<file path="config.mk">
export PLATFORM = sky130hd
export DESIGN_NAME = rng_statistical_test_suite
export DESIGN_NICKNAME = d
export VERILOG_FILES = /design/src/design/rngst_pkg.sv /design/src/design/rng_statistical_test_suite.sv
export SDC_FILE = /design/constraint.sdc
export NUM_CORES = 2
export LEC_CHECK = 0
export BUFFER_PORTS_ARGS = -buffer_cell sky130_fd_sc_hd__buf_2
export CAP_MARGIN = 20
export CORE_ASPECT_RATIO = 0.9
export CORE_MARGIN = 8
export CORE_UTILIZATION = 40
export DETAILED_ROUTE_END_ITERATION = 8
export PLACE_DENSITY = 0.56
export SLEW_MARGIN = 20
export SYNTH_ARGS = -nofsm -noshare
export SYNTH_HDL_FRONTEND = slang
export SYNTH_SLANG_ARGS = --single-unit
</file>
<file path="constraint.sdc">
create_clock -name clk -period 26.8 [get_ports clk]
set_clock_uncertainty 0.2 [all_clocks]
set_input_delay 6.7 -clock clk [delete_from_list [all_inputs] [get_ports clk]]
set_output_delay 6.7 -clock clk [all_outputs]
set_load 0.02 [all_outputs]
</file>
<file path="src/design/rngst_pkg.sv">
// ============================================================================
// rngst_pkg
// Shared constants and types for the key statistics block: report layout,
// counter widths and saturation limits.
// ============================================================================
`timescale 1ns / 1ps
`default_nettype none

package rngst_pkg;

  // Key geometry and run binning
  localparam int KEY_NIBBLES = 5000;
  localparam int RUN_BINS    = 6;
  localparam int RIDX_W      = $clog2(2 * RUN_BINS);

  // Report layout
  localparam int NUM_STATS = 21 + 2 * RUN_BINS;
  localparam int IDX_ONES  = 0;
  localparam int IDX_HIST  = 1;
  localparam int IDX_SUMSQ = 17;
  localparam int IDX_POKER = 18;
  localparam int IDX_RUNS  = 19;
  localparam int IDX_LONG  = IDX_RUNS + 2 * RUN_BINS;
  localparam int CNT_W     = $clog2(NUM_STATS + 1);

  // Counter limits
  localparam logic [14:0] CNT15_MAX  = 15'h7FFF;
  localparam logic [12:0] CNT13_MAX  = 13'h1FFF;
  localparam logic [24:0] SUMSQ_MAX  = 25'h1FF_FFFF;
  localparam logic [14:0] THR_RESET  = 15'd34;
  localparam logic [31:0] POKER_BIAS = 32'(KEY_NIBBLES * KEY_NIBBLES);

  typedef logic [14:0]        cnt15_t;
  typedef logic [12:0]        cnt13_t;
  typedef logic [24:0]        sumsq_t;
  typedef logic [5:0]         stat_idx_t;
  typedef logic signed [29:0] stat_val_t;

  // Saturating add of a small amount to a 15-bit counter
  function automatic cnt15_t sat_add15(cnt15_t v, logic [2:0] n);
    logic [15:0] s;
    s = {1'b0, v} + 16'(n);
    return s[15] ? CNT15_MAX : s[14:0];
  endfunction

endpackage

`default_nettype wire

</file>
<file path="src/design/rng_statistical_test_suite.sv">
// ============================================================================
// rng_statistical_test_suite
// Monobit, poker, runs and long-run statistics over a key that arrives as
// ASCII hex characters; a 33-entry report goes out at each key end.
// ============================================================================
//
//  channel | ports                                   | direction
//  --------+-----------------------------------------+----------
//  in      | in_valid/in_ready, in_hex_char, in_key_end | input
//  out     | out_valid/out_ready, out_stat_index,    | output
//          | out_stat_value, out_last_stat           |
//  cfg     | cfg_wr_en, cfg_wr_data (run threshold)  | input
//
//  One character per cycle is taken unless a key end waits. A character is
//  held in the input register and folded into the counters in the next
//  cycle, unless it is a waiting key end. At key end the report is captured
//  into a shift line that drains one result per cycle while out_ready is high.
//  A key end waits in the input register while the old report holds more than
//  its final result or that result stalls; other characters keep flowing.
//  Synchronous active-low reset clears all counters; the threshold resets to 34.
`timescale 1ns / 1ps
`default_nettype none

module rng_statistical_test_suite (
  input  wire                   clk,
  input  wire                   rst_n,
  input  wire                   in_valid,
  output logic                  in_ready,
  input  wire  [7:0]            in_hex_char,
  input  wire                   in_key_end,
  output logic                  out_valid,
  input  wire                   out_ready,
  output rngst_pkg::stat_idx_t  out_stat_index,
  output rngst_pkg::stat_val_t  out_stat_value,
  output logic                  out_last_stat,
  input  wire                   cfg_wr_en,
  input  wire  [14:0]           cfg_wr_data
);
  import rngst_pkg::*;

  // Input register
  logic       vld_r;
  logic [7:0] chr_r;
  logic       end_r;

  // Statistics state
  cnt15_t thr_r;
  cnt15_t ones_r;
  cnt13_t hist_r [16];
  sumsq_t sumsq_r;
  logic   bit_r;
  cnt15_t len_r;
  cnt15_t runh_r [2*RUN_BINS];
  cnt15_t long_r [2];

  // Report shift line
  stat_val_t        snap_r [NUM_STATS];
  logic [CNT_W-1:0] cnt_r;
  stat_idx_t        idx_r;

  // Updated values
  logic        digit;
  logic [3:0]  nib;
  cnt13_t      hc;
  logic [25:0] ssum;
  cnt15_t      ones_u;
  sumsq_t      sumsq_u;
  cnt13_t      hist_u [16];
  logic        bit_v;
  cnt15_t      len_v;
  logic [RIDX_W-1:0] ridx;
  logic [RIDX_W-1:0] bin;
  logic        do_close;
  logic [2:0]  rhits [2*RUN_BINS];
  logic [2:0]  lhits [2];
  cnt15_t      runh_u [2*RUN_BINS];
  cnt15_t      long_u [2];
  logic [31:0] poker;
  stat_val_t   snap_ld [NUM_STATS];

  logic snap_free, proc_ok, advance, pop, load;

  // Handshake
  assign out_valid = (cnt_r != '0);
  assign pop       = out_valid && out_ready;
  assign snap_free = (cnt_r == '0) || ((cnt_r == CNT_W'(1)) && out_ready);
  assign proc_ok   = !end_r || snap_free;
  assign advance   = vld_r && proc_ok;
  assign load      = advance && end_r;
  assign in_ready  = !vld_r || proc_ok;

  // Character decode, poker bin and sum-of-squares update, and monobit count
  always_comb begin
    digit = ((chr_r >= 8'h30) && (chr_r <= 8'h39)) ||
            ((chr_r >= 8'h41) && (chr_r <= 8'h46));
    nib   = (chr_r <= 8'h39) ? 4'(chr_r - 8'h30) : 4'(chr_r - 8'h37);
    hc    = hist_r[nib];
    ssum  = {1'b0, sumsq_r} + {12'd0, hc, 1'b1};
    sumsq_u = sumsq_r;
    if (digit && (hc != CNT13_MAX)) begin
      sumsq_u = ssum[25] ? SUMSQ_MAX : ssum[24:0];
    end
    for (int j = 0; j < 16; j++) begin
      hist_u[j] = hist_r[j];
      if (digit && (nib == 4'(j)) && (hc != CNT13_MAX)) begin
        hist_u[j] = hist_r[j] + 13'd1;
      end
    end
    ones_u = digit ? sat_add15(ones_r, 3'($countones(nib))) : ones_r;
  end

  // Run tracker: four bits MSB first, then the final close at key end.
  // Closed runs are tallied per bin and added once with saturation.
  always_comb begin
    bit_v = bit_r;
    len_v = len_r;
    ridx  = '0;
    bin   = '0;
    do_close = 1'b0;
    for (int j = 0; j < 2*RUN_BINS; j++) rhits[j] = 3'd0;
    lhits[0] = 3'd0;
    lhits[1] = 3'd0;
    for (int k = 0; k < 5; k++) begin
      do_close = 1'b0;
      if (k < 4) begin
        if (digit) begin
          if ((len_v != '0) && (nib[3-k] == bit_v)) begin
            len_v = sat_add15(len_v, 3'd1);
          end else begin
            do_close = 1'b1;
          end
        end
      end else begin
        do_close = end_r;
      end
      if (do_close && (len_v != '0)) begin
        bin  = (len_v >= 15'(RUN_BINS)) ? RIDX_W'(RUN_BINS - 1)
                                        : RIDX_W'(len_v - 15'd1);
        ridx = bit_v ? RIDX_W'(RUN_BINS) + bin : bin;
        for (int j = 0; j < 2*RUN_BINS; j++) begin
          if (ridx == RIDX_W'(j)) rhits[j] = rhits[j] + 3'd1;
        end
        if (len_v >= thr_r) lhits[bit_v] = lhits[bit_v] + 3'd1;
        len_v = '0;
      end
      if (do_close && (k < 4)) begin
        bit_v = nib[3-k];
        len_v = 15'd1;
      end
    end
    for (int j = 0; j < 2*RUN_BINS; j++) runh_u[j] = sat_add15(runh_r[j], rhits[j]);
    long_u[0] = sat_add15(long_r[0], lhits[0]);
    long_u[1] = sat_add15(long_r[1], lhits[1]);
  end

  // Report contents; the poker value always fits the 30-bit range
  always_comb begin
    poker = {3'd0, sumsq_u, 4'd0} - POKER_BIAS;
    snap_ld[IDX_ONES]  = stat_val_t'({15'd0, ones_u});
    for (int j = 0; j < 16; j++) snap_ld[IDX_HIST+j] = stat_val_t'({17'd0, hist_u[j]});
    snap_ld[IDX_SUMSQ] = stat_val_t'({5'd0, sumsq_u});
    snap_ld[IDX_POKER] = stat_val_t'(poker[29:0]);
    for (int j = 0; j < 2*RUN_BINS; j++) snap_ld[IDX_RUNS+j] = stat_val_t'({15'd0, runh_u[j]});
    snap_ld[IDX_LONG]   = stat_val_t'({15'd0, long_u[0]});
    snap_ld[IDX_LONG+1] = stat_val_t'({15'd0, long_u[1]});
  end

  // Input register
  always_ff @(posedge clk) begin
    if (!rst_n) begin
      vld_r <= 1'b0;
    end else if (in_ready) begin
      vld_r <= in_valid;
    end
    if (in_ready && in_valid) begin
      chr_r <= in_hex_char;
      end_r <= in_key_end;
    end
  end

  // Threshold register
  always_ff @(posedge clk) begin
    if (!rst_n) begin
      thr_r <= THR_RESET;
    end else if (cfg_wr_en) begin
      thr_r <= cfg_wr_data;
    end
  end

  // Statistics state: update, or clear after a key end
  always_ff @(posedge clk) begin
    if (!rst_n || load) begin
      ones_r  <= '0;
      sumsq_r <= '0;
      bit_r   <= 1'b0;
      len_r   <= '0;
      for (int j = 0; j < 16; j++) hist_r[j] <= '0;
      for (int j = 0; j < 2*RUN_BINS; j++) runh_r[j] <= '0;
      long_r[0] <= '0;
      long_r[1] <= '0;
    end else if (advance) begin
      ones_r  <= ones_u;
      sumsq_r <= sumsq_u;
      bit_r   <= bit_v;
      len_r   <= len_v;
      for (int j = 0; j < 16; j++) hist_r[j] <= hist_u[j];
      for (int j = 0; j < 2*RUN_BINS; j++) runh_r[j] <= runh_u[j];
      long_r[0] <= long_u[0];
      long_r[1] <= long_u[1];
    end
  end

  // Report shift line control
  always_ff @(posedge clk) begin
    if (!rst_n) begin
      cnt_r <= '0;
    end else if (load) begin
      cnt_r <= CNT_W'(NUM_STATS);
    end else if (pop) begin
      cnt_r <= cnt_r - CNT_W'(1);
    end
  end

  // Report shift line data
  always_ff @(posedge clk) begin
    if (load) begin
      idx_r <= '0;
      for (int i = 0; i < NUM_STATS; i++) snap_r[i] <= snap_ld[i];
    end else if (pop) begin
      idx_r <= idx_r + 6'd1;
      for (int i = 0; i < NUM_STATS - 1; i++) snap_r[i] <= snap_r[i+1];
    end
  end

  assign out_stat_index = idx_r;
  assign out_stat_value = snap_r[0];
  assign out_last_stat  = (cnt_r == CNT_W'(1));

endmodule

`default_nettype wire

</file>
Yosys cells after proc, flatten, opt, wreduce, memory -nomap -nowiden
Memories as Yosys holds them, arrays and structs flattened.
Cells that the tools add are included.
{"block": "word_totals", "reg_bits": 93, "mem_bits_rw": 1408, "inputBits": 29, "output_inout_bits": 39, "elab_cells": 627, "memories": 4}
{"memory": "snap_r", "depth": 33, "width": 30, "read_ports": 33, "rd_clocked_by_memory_dff": 0, "wr": 33, "line_no": "rng_statistical_test_suite.sv:57", "rtl": "stat_val_t snap_r [NUM_STATS];"}
{"memory": "hist_r", "depth": 16, "width": 13, "read_ports": 17, "rd_clocked_by_memory_dff": 0, "wr": 16, "line_no": "rng_statistical_test_suite.sv:49", "rtl": "cnt13_t hist_r [16];"}
{"memory": "runh_r", "depth": 12, "width": 15, "read_ports": 12, "rd_clocked_by_memory_dff": 0, "wr": 12, "line_no": "rng_statistical_test_suite.sv:53", "rtl": "cnt15_t runh_r [2*RUN_BINS];"}
{"memory": "long_r", "depth": 2, "width": 15, "read_ports": 2, "rd_clocked_by_memory_dff": 0, "wr": 2, "line_no": "rng_statistical_test_suite.sv:54", "rtl": "cnt15_t long_r [2];"}
{"block": "classes", "n_addsub": 107, "n_lt_le_gt_ge": 24, "eq_ne": 76, "n_mux": 255, "bitwise": 69, "n_reduce_logical": 81}
{"operator": "$mux W30", "count": 32}
{"operator": "$mux W15", "count": 51}
{"operator": "$mux W13", "count": 32}
{"operator": "$add A15 B3 Y16", "count": 15}
{"operator": "$add A13 B1 Y13 const B", "count": 16}
{"operator": "$mux W3", "count": 67}
{"operator": "$add A3 B1 Y3 const B", "count": 53}
{"operator": "$mux W36", "count": 4}
{"operator": "$reduce_bool A15 Y1", "count": 9}
{"operator": "$eq A4 B4 Y1 const B", "count": 28}
{"operator": "$eq A4 B3 Y1 const B", "count": 24}
{"operator": "$ge A15 B15 Y1", "count": 5}
{"operator": "$ge A15 B3 Y1 const B", "count": 5}
{"operator": "$mux W6", "count": 12}
{"operator": "$add A15 B1 Y16 const B", "count": 4}
{"operator": "$or A1 B1 Y1", "count": 62}
{"operator": "$logic_and A1 B1 Y1", "count": 54}
{"operator": "$mux W25", "count": 2}
{"operator": "$eq A4 B2 Y1 const B", "count": 12}
{"operator": "$mux W4", "count": 11}
{"operator": "$mux W1", "count": 34}
{"operator": "$mux W34", "count": 1}
{"operator": "$sub A29 B25 Y30 const B", "count": 1}
{"operator": "$add A25 B14 Y26", "count": 1}
{"operator": "29 further kinds", "count": 77}

Logic depth before layout (Yosys ltp)
{"block": "depth", "word_depth": 44, "depth_mapped": 63}

Worst setup path after synthesis
OpenSTA, ideal clock, no wires.
{"block": "synth_timing", "path_kind": "input to register", "startpoint": "in out_ready", "endpoint": "mem hist_r[0][0] in the netlist's numbering (enable)", "setup_time_ps": 945, "arrival_ps": 18741, "required_time_ps": 25655, "setup_slack_ps": 6914, "stages": 7, "path_cell_list": "nand2_1 > nand3_1 > nand2_1 > and2_1 > clkbuf_1 > inv_1 > clkbuf_1"}
{"element": "start, declared", "line_no": "rng_statistical_test_suite.sv:32", "rtl": "input wire out_ready,"}
{"element": "end, declared", "line_no": "rng_statistical_test_suite.sv:49"}

==> key figures <==
Yosys
  – Top_reg_cell synth: edfxtp_1
  – Most common cell in the netlist: edfxtp_1
  – Post-Syn Nets: 6948
  – Leading cell types by count after synthesis: edfxtp_1, nor2_1, a21oi_1, nand2_1, and2_1
  – Post-synth top area cell: edfxtp_1
  – Syn Inst Count: 6672
  – Seq/Total Area, Yosys: 0.538
  – Cell variety after synth: 104
  – #FFs+latches synth: 1291
  – Syn Std Cell Area: 0.0704 sq mm
  – Yosys warns: 0
  – EDFF count, synth: 1207
  – Top cells by area, synth: edfxtp_1, nor2_1, ha_1
  – Async SR Flop Fraction: 0
  – Top cell type's share of synthesized area: 0.514
  – Syn Area/Cell: 10.6 sq um

Floorplanning
  – Starting Density: 0.401
  – Ports: 68
  – Die Ht: 414 um
  – Row count: 146
  – Die width: 458 um
  – Core ar.: 0.176 sq mm
  – Die Footprint: 0.190 sq mm

STA
  – Slew Limit Headroom: 0.233
  – Final worst slack: 11.30 ns
  – Hold Slack: 0.291 ns
  – Post-Route Setup TNS: 0 ns
  – RSZ-0062 raised after global routing: false
  – Hold Fails Final Rpt: 0
  – Final Setup Violations: 0
  – Slew @ Worst Pin: 1.14 ns
  – Final Critical Period: 15.50 ns
  – Final period util: 0.578
  – Final Slew Violations: 0
  – Max Freq: 64.5 MHz

Global routing
  – Largest net degree at the start of global routing: 222
  – Vias in the first global route: 47855
  – Initial antenna violation count: 3
  – Total GRT Usage: 0.193
  – First-pass GRT wire length: 291 mm
  – Gr ovfl total: 0

Hold path
  – Hold Crit Class: reg -> reg

Routing
  – DR pass1 iterations: 5
  – ANT nets after route: 0
  – Remaining DRCs: 0
  – DR vias/cell: 5.48
  – Via Count: 49812
  – Final WL: 190 mm
  – Drt first-iter violations: 4773
  – WL/cell: 20.9 um

Placement
  – Placement Setup Slack: 11.60 ns
  – DP Area: 0.0730 sq mm
  – GP Congestion: 0.921
  – PortBufs: 67
  – HPWL Detailed: 130 mm

Clock tree
  – CTS H-Tree Depth: 4
  – Clk slew on worst S/H paths: 0.06 ns
  – Clk sinks: 1291
  – TritonCTS clock tree: done
  – Postcts setup bufs: 0
  – Max Buffers Root-to-Sink: 3
  – Clock root cell: clkbuf_16
  – Post-CTS resize count: 0
  – Clk Latency, worst-skew pair: 0.78 ns
  – Hold-fix buffers, CTS: 0
  – TritonCTS buffer count: 143

Cells and area
  – Share of post-route cells with drive strength above 1: 0.0699
  – Area Overhead vs Synth: 9.98%
  – Nets: 6875
  – Filler Cell Count: 16511
  – Final Cell Area: 0.0775 sq mm

Power and ir drop
  – VDD IR max: 0.0928 mV
  – Pwr/cell area: 93.0 mW/mm^2
  – Leakage power: 28.9 nW

Critical path
  – Critical-path top delay cell: a211oi_1
  – Setup CP Type: reg -> reg
  – CP Max Fanout: 26
  – CP max stage delay: 0.91 ns
  – Most frequent cell on the critical path: ha_1
  – CP Launch Type: flop
  – Critical Path RT: 27.10 ns
  – Crit path DAT: 15.79 ns
  – Crit path capture type: flop

Job
  – Max_cap viols: 0

Outcome
  – Status: finished, final reports clean
[sequential cells by signal, summed over array words and instances, names as in the netlist, 6 cells and up]
signal,cells
snap_r,780
len_r,15
chr_r,8
runh_r,180
sumsq_r,25
hist_r,208
long_r,30
ones_r,15
out_stat_index,6
cnt_r,6
thr_r,15
[cell families after synthesis]
group                    share of synthesized area
adder cells (fa/ha/maj)                     0.0458
XOR/XNOR                                    0.0592
AND/OR/NAND/NOR                              0.182
multiplexers                                0.0433
flip-flops                                   0.538
AO/OA/AOI/OAI                                0.101
buffers and inverters                       0.0299
[placed cells by master (no fill, tap or decap), drive strengths merged, types with 130 or more instances in the layout]
cell	instances
a21oi	526
and2	377
buf	130
clkbuf	195
edfxtp	1207
ha	229
inv	180
mux2i	191
nand2	432
nand3	242
nor2	1135
o21ai	207
xnor2	243
xor2	220
[worst paths after layout]
check	depth (start not counted)	endpoint	startpoint	slack (ns)
worst max-delay path	54	snap_r[0][938]	chr_r[0]	11.30
worst min-delay path	2	out_stat_index[5]	out_stat_index[5]	0.29
worst max register to register	54	snap_r[0][938]	chr_r[0]	11.30
worst min register to register	2	out_stat_index[5]	out_stat_index[5]	0.29
[worst max-delay path, delay by kind of cell, from the launching register on]
family | cells | cell delay, ns
compound gates | 25 | 6.16
fa+ha+maj | 7 | 1.63
simple gates | 18 | 5.42
mux | 2 | 1.10
buf+inv | 2 | 0.19
flops | 1 | 0.46
[stage by stage]
stage / utilization / power [mW] / instances
5_1_grt: 0.441 / 7.60 / 9080
2_1_floorplan: - / 4.95 / 6672
6_report: 0.441 / 7.21 / 9082
3_3_place_gp: 0.415 / 5.31 / 8820
3_5_place_dp: 0.416 / 5.33 / 8822
4_1_cts: 0.441 / 7.29 / 9080
[per-layer routing]
layer / part of all wire / vias up / global-route usage
li1: - / 23872 / -
met5: 0 / - / 0
met3: 0.056 / 286 / 0.0286
met2: 0.44 / 1409 / 0.296
met4: 0.025 / 0 / 0.0514
met1: 0.47 / 24245 / 0.285
[area by class of cell]
type,count,area [sq um],area share
Tap cell,2368,2960,0.0382
Sequential cell,1291,37900,0.490
Clock buffer,195,3950,0.0510
Antenna cell,2,5.00,0.0000646
Timing Repair Buffer,130,916,0.0118
Inverter,174,666,0.00859
Clock inverter,63,573,0.00740
Multi-Input combinational cell,4859,30500,0.393
[where the power goes]
group          switching (mW)  total (mW)  internal [mW]
clock                   0.819        1.92           1.10
sequential              0.262        3.46           3.19
combinational            1.29        1.83          0.537
total                    2.37        7.21           4.84
(Power assumes the default switching activity.)
